<file path="src/hw/rtl/threshold_boundary_search_calibrator_macros.svh">
// Assertion helpers for the threshold calibrator
`ifndef THRESHOLD_BOUNDARY_SEARCH_CALIBRATOR_MACROS_SVH
`define THRESHOLD_BOUNDARY_SEARCH_CALIBRATOR_MACROS_SVH

// same-cycle implication
`define TBSC_ASSERT_NOW(label, clk, rst_n, ante, cons, msg) \
    label: assert property (@(posedge clk) disable iff (!rst_n) (ante) |-> (cons)) \
        else $error(msg);

// next-cycle implication
`define TBSC_ASSERT_NEXT(label, clk, rst_n, ante, cons, msg) \
    label: assert property (@(posedge clk) disable iff (!rst_n) (ante) |=> (cons)) \
        else $error(msg);

`endif

</file>
<file path="src/hw/rtl/tbsc_pkg.sv">
`default_nettype none

package tbsc_pkg;

    localparam logic [7:0] BATCH_PULSES = 8'd32;

    localparam logic ACT_START = 1'b0;
    localparam logic ACT_BATCH = 1'b1;

    localparam logic [2:0] CFG_INITIAL_THRESHOLD = 3'd0;
    localparam logic [2:0] CFG_MIN_THRESHOLD     = 3'd1;
    localparam logic [2:0] CFG_MAX_THRESHOLD     = 3'd2;
    localparam logic [2:0] CFG_MIN_STEP          = 3'd3;
    localparam logic [2:0] CFG_STEP_FRACTION     = 3'd4;
    localparam logic [2:0] CFG_TARGET_FRACTION   = 3'd5;
    localparam logic [2:0] CFG_ALLOWED_MISREADS  = 3'd6;

    typedef enum logic [1:0] {
        ST_IDLE,
        ST_RUN,
        ST_FAIL,
        ST_DONE
    } status_t;

    typedef enum logic [1:0] {
        FAIL_NONE,
        FAIL_SHAPE,
        FAIL_NO_GOOD
    } fail_t;

    typedef enum logic {
        PHASE_LOWER,
        PHASE_UPPER
    } phase_t;

    typedef struct packed {
        logic [15:0] initial_threshold;
        logic [15:0] min_threshold;
        logic [15:0] max_threshold;
        logic [15:0] min_step;
        logic [7:0]  step_fraction;
        logic [7:0]  target_fraction;
        logic [5:0]  allowed_misreads;
    } cfg_t;

    typedef struct packed {
        status_t     status;
        phase_t      phase;
        logic [15:0] threshold;
        logic [15:0] last_good;
        logic [15:0] lower_found;
        logic [15:0] upper_found;
        fail_t       fail;
    } state_t;

endpackage

`default_nettype wire

</file>
<file path="src/hw/rtl/tbsc_next.sv">
`default_nettype none

module tbsc_next
    import tbsc_pkg::*;
(
    input  state_t      state,
    input  cfg_t        cfg,
    input  logic        action,
    input  logic        batch_ok,
    input  logic [5:0]  false_positive_count,
    input  logic [5:0]  false_negative_count,
    output state_t      state_next
);

    logic [15:0]        cur;
    logic [15:0]        remaining;
    logic [23:0]        frac_prod;
    logic [15:0]        frac_step;
    logic [15:0]        step;
    logic [16:0]        down_floor;
    logic [15:0]        down_thr;
    logic [16:0]        up_sum;
    logic [15:0]        up_thr;
    logic [15:0]        fin_upper;
    logic signed [25:0] diff_s;
    logic signed [25:0] tf_s;
    logic signed [25:0] interp_prod;
    logic signed [25:0] interp_total;
    logic [15:0]        interp_thr;
    logic [7:0]         fp_sat;
    logic [7:0]         fn_sat;
    logic               shape_ok;

    assign cur = state.threshold;

    always_comb
    begin
        if (state.phase == PHASE_LOWER)
        begin
            remaining = (cur > cfg.min_threshold) ? (cur - cfg.min_threshold) : 16'd0;
        end
        else
        begin
            remaining = (cfg.max_threshold > cur) ? (cfg.max_threshold - cur) : 16'd0;
        end
    end

    assign frac_prod = {8'd0, remaining} * {16'd0, cfg.step_fraction};
    assign frac_step = frac_prod[23:8];
    assign step      = (frac_step > cfg.min_step) ? frac_step : cfg.min_step;

    assign down_floor = {1'b0, cfg.min_threshold} + {1'b0, step};
    assign down_thr   = ({1'b0, cur} >= down_floor) ? (cur - step) : cfg.min_threshold;

    assign up_sum = {1'b0, cur} + {1'b0, step};
    assign up_thr = (up_sum > {1'b0, cfg.max_threshold}) ? cfg.max_threshold : up_sum[15:0];

    // final value: lower + (upper - lower) * tf / 256, never negative
    assign fin_upper    = batch_ok ? cur : state.last_good;
    assign diff_s       = $signed({10'd0, fin_upper}) - $signed({10'd0, state.lower_found});
    assign tf_s         = $signed({18'd0, cfg.target_fraction});
    assign interp_prod  = diff_s * tf_s;
    assign interp_total = $signed({2'b00, state.lower_found, 8'd0}) + interp_prod;
    assign interp_thr   = interp_total[23:8];

    assign fp_sat   = ({2'b00, false_positive_count} > BATCH_PULSES) ? BATCH_PULSES
                                                                   : {2'b00, false_positive_count};
    assign fn_sat   = ({2'b00, false_negative_count} > BATCH_PULSES) ? BATCH_PULSES
                                                                   : {2'b00, false_negative_count};
    assign shape_ok = (state.phase == PHASE_LOWER) ? (fp_sat > {2'b00, cfg.allowed_misreads})
                                                   : (fn_sat > {2'b00, cfg.allowed_misreads});

    always_comb
    begin
        state_next = state;
        if (action == ACT_START)
        begin
            state_next.status      = ST_RUN;
            state_next.fail        = FAIL_NONE;
            state_next.phase       = PHASE_LOWER;
            state_next.threshold   = cfg.initial_threshold;
            state_next.lower_found = 16'd0;
            state_next.upper_found = 16'd0;
            state_next.last_good   = 16'd0;
        end
        else if (state.status == ST_RUN)
        begin
            if (batch_ok)
            begin
                state_next.last_good = cur;
                if (state.phase == PHASE_LOWER)
                begin
                    if (cur == cfg.min_threshold)
                    begin
                        state_next.lower_found = cur;
                        state_next.last_good   = 16'd0;
                        state_next.threshold   = cfg.initial_threshold;
                        state_next.phase       = PHASE_UPPER;
                    end
                    else
                    begin
                        state_next.threshold = down_thr;
                    end
                end
                else
                begin
                    if (cur == cfg.max_threshold)
                    begin
                        state_next.upper_found = cur;
                        state_next.threshold   = interp_thr;
                        state_next.status      = ST_DONE;
                    end
                    else
                    begin
                        state_next.threshold = up_thr;
                    end
                end
            end
            else if (!shape_ok)
            begin
                state_next.status = ST_FAIL;
                state_next.fail   = FAIL_SHAPE;
            end
            else if (state.last_good == 16'd0)
            begin
                state_next.status = ST_FAIL;
                state_next.fail   = FAIL_NO_GOOD;
            end
            else if (state.phase == PHASE_LOWER)
            begin
                state_next.lower_found = state.last_good;
                state_next.last_good   = 16'd0;
                state_next.threshold   = cfg.initial_threshold;
                state_next.phase       = PHASE_UPPER;
            end
            else
            begin
                state_next.upper_found = state.last_good;
                state_next.threshold   = interp_thr;
                state_next.status      = ST_DONE;
            end
        end
    end

endmodule

`default_nettype wire

</file>
<file path="src/hw/rtl/threshold_boundary_search_calibrator.sv">
// The result word is registered and valid the cycle after its input word is taken.
// Throughput: one word per cycle while out_ready is high; the single result register frees when out_ready is high.
// The whole search update is one pass from the state registers to the result register.
// Reset (rst_n low, async): idle, lower phase, threshold and bounds 0, no failure,
// configuration back to its defaults, no result pending.
`default_nettype none

module threshold_boundary_search_calibrator
    import tbsc_pkg::*;
(
    input  logic        clk,
    input  logic        rst_n,

    input  logic        cfg_valid,
    output logic        cfg_ready,
    input  logic [2:0]  cfg_index,
    input  logic [15:0] cfg_data,

    input  logic        in_valid,
    output logic        in_ready,
    input  logic        action,
    input  logic        batch_ok,
    input  logic [5:0]  false_positive_count,
    input  logic [5:0]  false_negative_count,

    output logic        out_valid,
    input  logic        out_ready,
    output logic [1:0]  run_status,
    output logic        search_phase,
    output logic [15:0] sensor_threshold,
    output logic [1:0]  failure_code,
    output logic [15:0] lower_bound,
    output logic [15:0] upper_bound
);

    cfg_t   cfg_reg;
    state_t state_reg;
    state_t state_next;
    logic   out_valid_reg;
    logic   out_valid_next;
    logic   in_accept;

    assign cfg_ready      = 1'b1;
    assign in_ready       = !out_valid_reg || out_ready;
    assign in_accept      = in_valid && in_ready;
    assign out_valid_next = in_accept || (out_valid_reg && !out_ready);

    tbsc_next u_next (
        .state                (state_reg),
        .cfg                  (cfg_reg),
        .action               (action),
        .batch_ok             (batch_ok),
        .false_positive_count (false_positive_count),
        .false_negative_count (false_negative_count),
        .state_next           (state_next)
    );

    always_ff @(posedge clk or negedge rst_n)
    begin
        if (!rst_n)
        begin
            cfg_reg.initial_threshold <= 16'd2048;
            cfg_reg.min_threshold     <= 16'd0;
            cfg_reg.max_threshold     <= 16'd4095;
            cfg_reg.min_step          <= 16'd1;
            cfg_reg.step_fraction     <= 8'd64;
            cfg_reg.target_fraction   <= 8'd128;
            cfg_reg.allowed_misreads  <= 6'd2;
        end
        else if (cfg_valid && cfg_ready)
        begin
            case (cfg_index)
                CFG_INITIAL_THRESHOLD: cfg_reg.initial_threshold <= cfg_data;
                CFG_MIN_THRESHOLD:     cfg_reg.min_threshold     <= cfg_data;
                CFG_MAX_THRESHOLD:     cfg_reg.max_threshold     <= cfg_data;
                CFG_MIN_STEP:          cfg_reg.min_step          <= cfg_data;
                CFG_STEP_FRACTION:     cfg_reg.step_fraction     <= cfg_data[7:0];
                CFG_TARGET_FRACTION:   cfg_reg.target_fraction   <= cfg_data[7:0];
                CFG_ALLOWED_MISREADS:  cfg_reg.allowed_misreads  <= cfg_data[5:0];
                default:               ;
            endcase
        end
    end

    // state doubles as the result register: it only moves when the result slot is free
    always_ff @(posedge clk or negedge rst_n)
    begin
        if (!rst_n)
        begin
            state_reg.status      <= ST_IDLE;
            state_reg.phase       <= PHASE_LOWER;
            state_reg.threshold   <= 16'd0;
            state_reg.last_good   <= 16'd0;
            state_reg.lower_found <= 16'd0;
            state_reg.upper_found <= 16'd0;
            state_reg.fail        <= FAIL_NONE;
            out_valid_reg         <= 1'b0;
        end
        else
        begin
            out_valid_reg <= out_valid_next;
            if (in_accept)
            begin
                state_reg <= state_next;
            end
        end
    end

    assign out_valid        = out_valid_reg;
    assign run_status       = state_reg.status;
    assign search_phase     = state_reg.phase;
    assign sensor_threshold = state_reg.threshold;
    assign failure_code     = state_reg.fail;
    assign lower_bound      = state_reg.lower_found;
    assign upper_bound      = state_reg.upper_found;

`include "threshold_boundary_search_calibrator_macros.svh"

    `TBSC_ASSERT_NOW(a_fail_matches_status, clk, rst_n, 1'b1, ((state_reg.status == ST_FAIL) == (state_reg.fail != FAIL_NONE)), "failure code disagrees with run status")
    `TBSC_ASSERT_NEXT(a_start_restarts, clk, rst_n, (in_accept && (action == ACT_START)), ((state_reg.status == ST_RUN) && (state_reg.phase == PHASE_LOWER) && (state_reg.lower_found == 16'd0) && (state_reg.upper_found == 16'd0)), "start did not restart the search")
    `TBSC_ASSERT_NEXT(a_state_holds_idle, clk, rst_n, !in_accept, ($stable(state_reg.threshold) && $stable(state_reg.status) && $stable(state_reg.last_good)), "search state moved without an input word")
    `TBSC_ASSERT_NEXT(a_result_needs_input, clk, rst_n, (!out_valid_reg && !in_accept), !out_valid_reg, "result word without an input word")

endmodule

`default_nettype wire
</file>
<file path="config.mk">
export PLATFORM = sky130hd
export DESIGN_NAME = threshold_boundary_search_calibrator
export DESIGN_NICKNAME = d
export VERILOG_FILES = /design/src/hw/rtl/tbsc_pkg.sv /design/src/hw/rtl/tbsc_next.sv /design/src/hw/rtl/threshold_boundary_search_calibrator.sv
export VERILOG_INCLUDE_DIRS = /design/src /design/src/hw/rtl
export SDC_FILE = /design/constraint.sdc
export NUM_CORES = 1
export LEC_CHECK = 0
export BUFFER_PORTS_ARGS = -buffer_cell sky130_fd_sc_hd__buf_4
export CORE_MARGIN = 2
export CORE_UTILIZATION = 50
export DETAILED_ROUTE_END_ITERATION = 16
export GPL_TIMING_DRIVEN = 0
export PLACE_DENSITY = 0.64
export SETUP_SLACK_MARGIN = 0.4
export SLEW_MARGIN = 15
export SYNTH_ARGS = -nofsm -noshare
export SYNTH_HDL_FRONTEND = slang
export SYNTH_HIERARCHICAL = 1
export SYNTH_SLANG_ARGS = --single-unit
</file>
<file path="constraint.sdc">
create_clock -name clk -period 31.5 [get_ports clk]
set_input_delay 1.575 -clock clk [delete_from_list [all_inputs] [get_ports clk]]
set_output_delay 1.575 -clock clk [all_outputs]
set_load 0.005 [all_outputs]
</file>
==> out/results.ini <==
[hold_path]
min_to=cfg_reg[23]$_DFFE_PN0P_
hp-class=reg -> reg
hold_depth=1
hold_start=cfg_reg[23]$_DFFE_PN0P_

[global_routing]
grt_pass1_wl_mm=133
overflow=0
grt_max_degree=101
antenna_found_initial=2
first_global_vias=22200
grtUsageTotal=0.331

[critical_path]
cp-end-kind=flop
reg2reg_depth=61
worstSetupPathType=reg -> reg
cp_common_cell=a21o_1
reg2reg_to=sensor_threshold[1]$_DFFE_PN0P_
required_ns=31.86
critPathMaxStageDelay_ns=1.01
worst-path-max-fanout=13
cpMaxStageDelayCell=dfrtp_1
crit_arrival_ns=18.61
cp-start-kind=flop
r2r_slack_ns=13.25
r2r_start=sensor_threshold[12]$_DFFE_PN0P_

[sta]
period_share=0.579
fin_tns_setup_ns=0
rsz0062_at_grt=no
setup_viol=0
fin_crit_ns=18.25
max_clock_freq_mhz=54.8
skew_ns=0.0209
max_slew.worst_pin.slew_ns=1.15
final_hold_viol_count=0
slew-limit-headroom=0.232
report.final.slew_viol_count=0

[detailed_routing]
detail-route-antenna-nets=0
drt-wirelength-per-cell_um=23.2
drc=0
dr.pass1.iters=6
vias_per_cell=6.05
via_count=22700
detail_route.wirelength_mm=86.8
drtIter0Drc=2263

[cts]
clockBufferDepth=2
numCtsBuffers=17
cts_hold_buf=0
cts_resized=0
clock-sinks=156
clk-insertion-delay-late_ns=0.48
post_cts_buffers=0
cts_root_buf=clkbuf_16
cts_tree=yes
htreeDepth=4
cts.clk_slew.worst_paths_ns=0.08

[synthesis]
syn_inst=2949
synth.avg_cell_area_um2=8.59
ys_ff_latch=156
synth.net_count=3441
synthTopCellsByArea=fa_1 (16%), dfrtp_1 (14%), ha_1 (12%)
yosysSeqAreaShare=0.155
yosysUniqueCellTypes=96
synth_top_flop_cell=dfrtp_1
yosysTopAreaCellShare=0.163
synth_edf_count=0
synthesis.area_um2=25300
synth_async_sr_flop_share=1.00
yosysWarnings=6
yosys.area.top_type=fa_1

[die]
num_rows=82
fp.dieH_um=229
die_area_um2=52500
initial_core_util=0.506
pin_count=94
die_w_um=229
core_area_um2=50100

[placed_design]
io_buffers=88
gp_congestion=0.971
hpwl_mm=68.4

[finish]
area_growth_syn_to_layout_pct=8.53
insertedDiodeCount=0
nNetsFinal=3549
drive_gt1_frac=0.137
largest_reg_flops=86

[job]
cap_violations=0

[run_status]
status=completed

==> per-stage QoR <==
stage | area, µm² | std cells | utilization | hold slack (ns) | worst slack (ns)
global route | 27500 | 3742 | 0.549 | 0.530 | 12.79
detailed placement | 26900 | 3710 | 0.537 | 0.494 | 14.10
CTS | 27500 | 3742 | 0.549 | 0.511 | 13.95
finish | 27500 | 3742 | 0.549 | 0.511 | 13.25
global placement | 26800 | 3709 | 0.536 | 0.489 | 14.10
floorplan | 25300 | 2949 | - | 0.474 | 18.20
==> layout make-up <==
| type | instances | area (µm²) |
|---|---|---|
| clock inverter | 15 | 195 |
| timing repair buffer | 89 | 696 |
| multi-input combinational | 2253 | 19200 |
| sequential | 156 | 3930 |
| fill | 4756 | 22600 |
| inverter | 364 | 1370 |
| tap | 672 | 841 |
| buffer | 176 | 898 |
| clock buffer | 17 | 425 |
==> synth_stat cells (all sizes together) (27+ instances only) <==
| cell | number |
|---|---|
| a21oi | 154 |
| and2 | 85 |
| clkbuf | 93 |
| inv | 364 |
| buf | 83 |
| xnor2 | 79 |
| ha | 248 |
| a22oi | 31 |
| mux2 | 175 |
| o211ai | 27 |
| fa | 206 |
| dfrtp | 139 |
| a211oi | 58 |
| nand2 | 225 |
| nor2b | 172 |
| a311oi | 39 |
| a21o | 49 |
| nor2 | 168 |
| o21ai | 70 |
| o21a | 45 |
| nand3 | 53 |
| nor3 | 42 |
| nand2b | 41 |
==> layer usage <==
layer	GRT usage	wire (µm)	vias up
met5	0	45	-
met4	0.120	2930	2
met3	0.0589	7530	135
met2	0.498	37900	1014
met1	0.476	38400	11200
li1	-	-	10300
==> placed cells by master, fill, tap and decap left out, types with 79 or more instances in the layout <==
cell	instances
and2_1	85
dfrtp_1	139
clkbuf_1	93
a21oi_1	153
nand2_1	225
xnor2_1	79
buf_4	141
inv_1	364
mux2_2	175
nor2b_1	172
nor2_1	167
fa_1	206
ha_1	248
==> worst max path at each step <==
stage,start,end,depth (start not counted)
floorplan,sensor_threshold[0]$_DFFE_PN0P_,sensor_threshold[10]$_DFFE_PN0P_,62
global placement,sensor_threshold[12]$_DFFE_PN0P_,sensor_threshold[1]$_DFFE_PN0P_,62
detailed placement,sensor_threshold[12]$_DFFE_PN0P_,sensor_threshold[1]$_DFFE_PN0P_,60
CTS,sensor_threshold[12]$_DFFE_PN0P_,sensor_threshold[1]$_DFFE_PN0P_,60
global route,sensor_threshold[12]$_DFFE_PN0P_,sensor_threshold[1]$_DFFE_PN0P_,62
finish,sensor_threshold[12]$_DFFE_PN0P_,sensor_threshold[1]$_DFFE_PN0P_,61
==> worst max-delay path: cells and delay by family, from the launching register on <==
kind | cells | cell delay (ns)
fa+ha+maj | 9 | 3.72
buf+inv | 9 | 1.90
mux | 2 | 0.61
simple gates | 10 | 2.52
compound gates | 29 | 7.63
flops | 1 | 1.01
xor+xnor | 2 | 0.71
==> kinds of logic (layout without fill, tap and decap cells) <==
logic type / Yosys count / count (layout) / share of synthesized area
AND/OR/NAND/NOR: 891 / 891 / 0.182
AO/OA/AOI/OAI: 624 / 624 / 0.173
buffers and inverters: 540 / 661 / 0.0894
adder cells (fa/ha/maj): 454 / 454 / 0.285
multiplexers: 182 / 182 / 0.0805
flip-flops: 156 / 156 / 0.155
XOR/XNOR: 101 / 101 / 0.0349
other: 1 / 1 / 0.000148
Power is not shown: default switching activity piles up to over one toggle a cycle in this logic, so the estimate is an artifact.
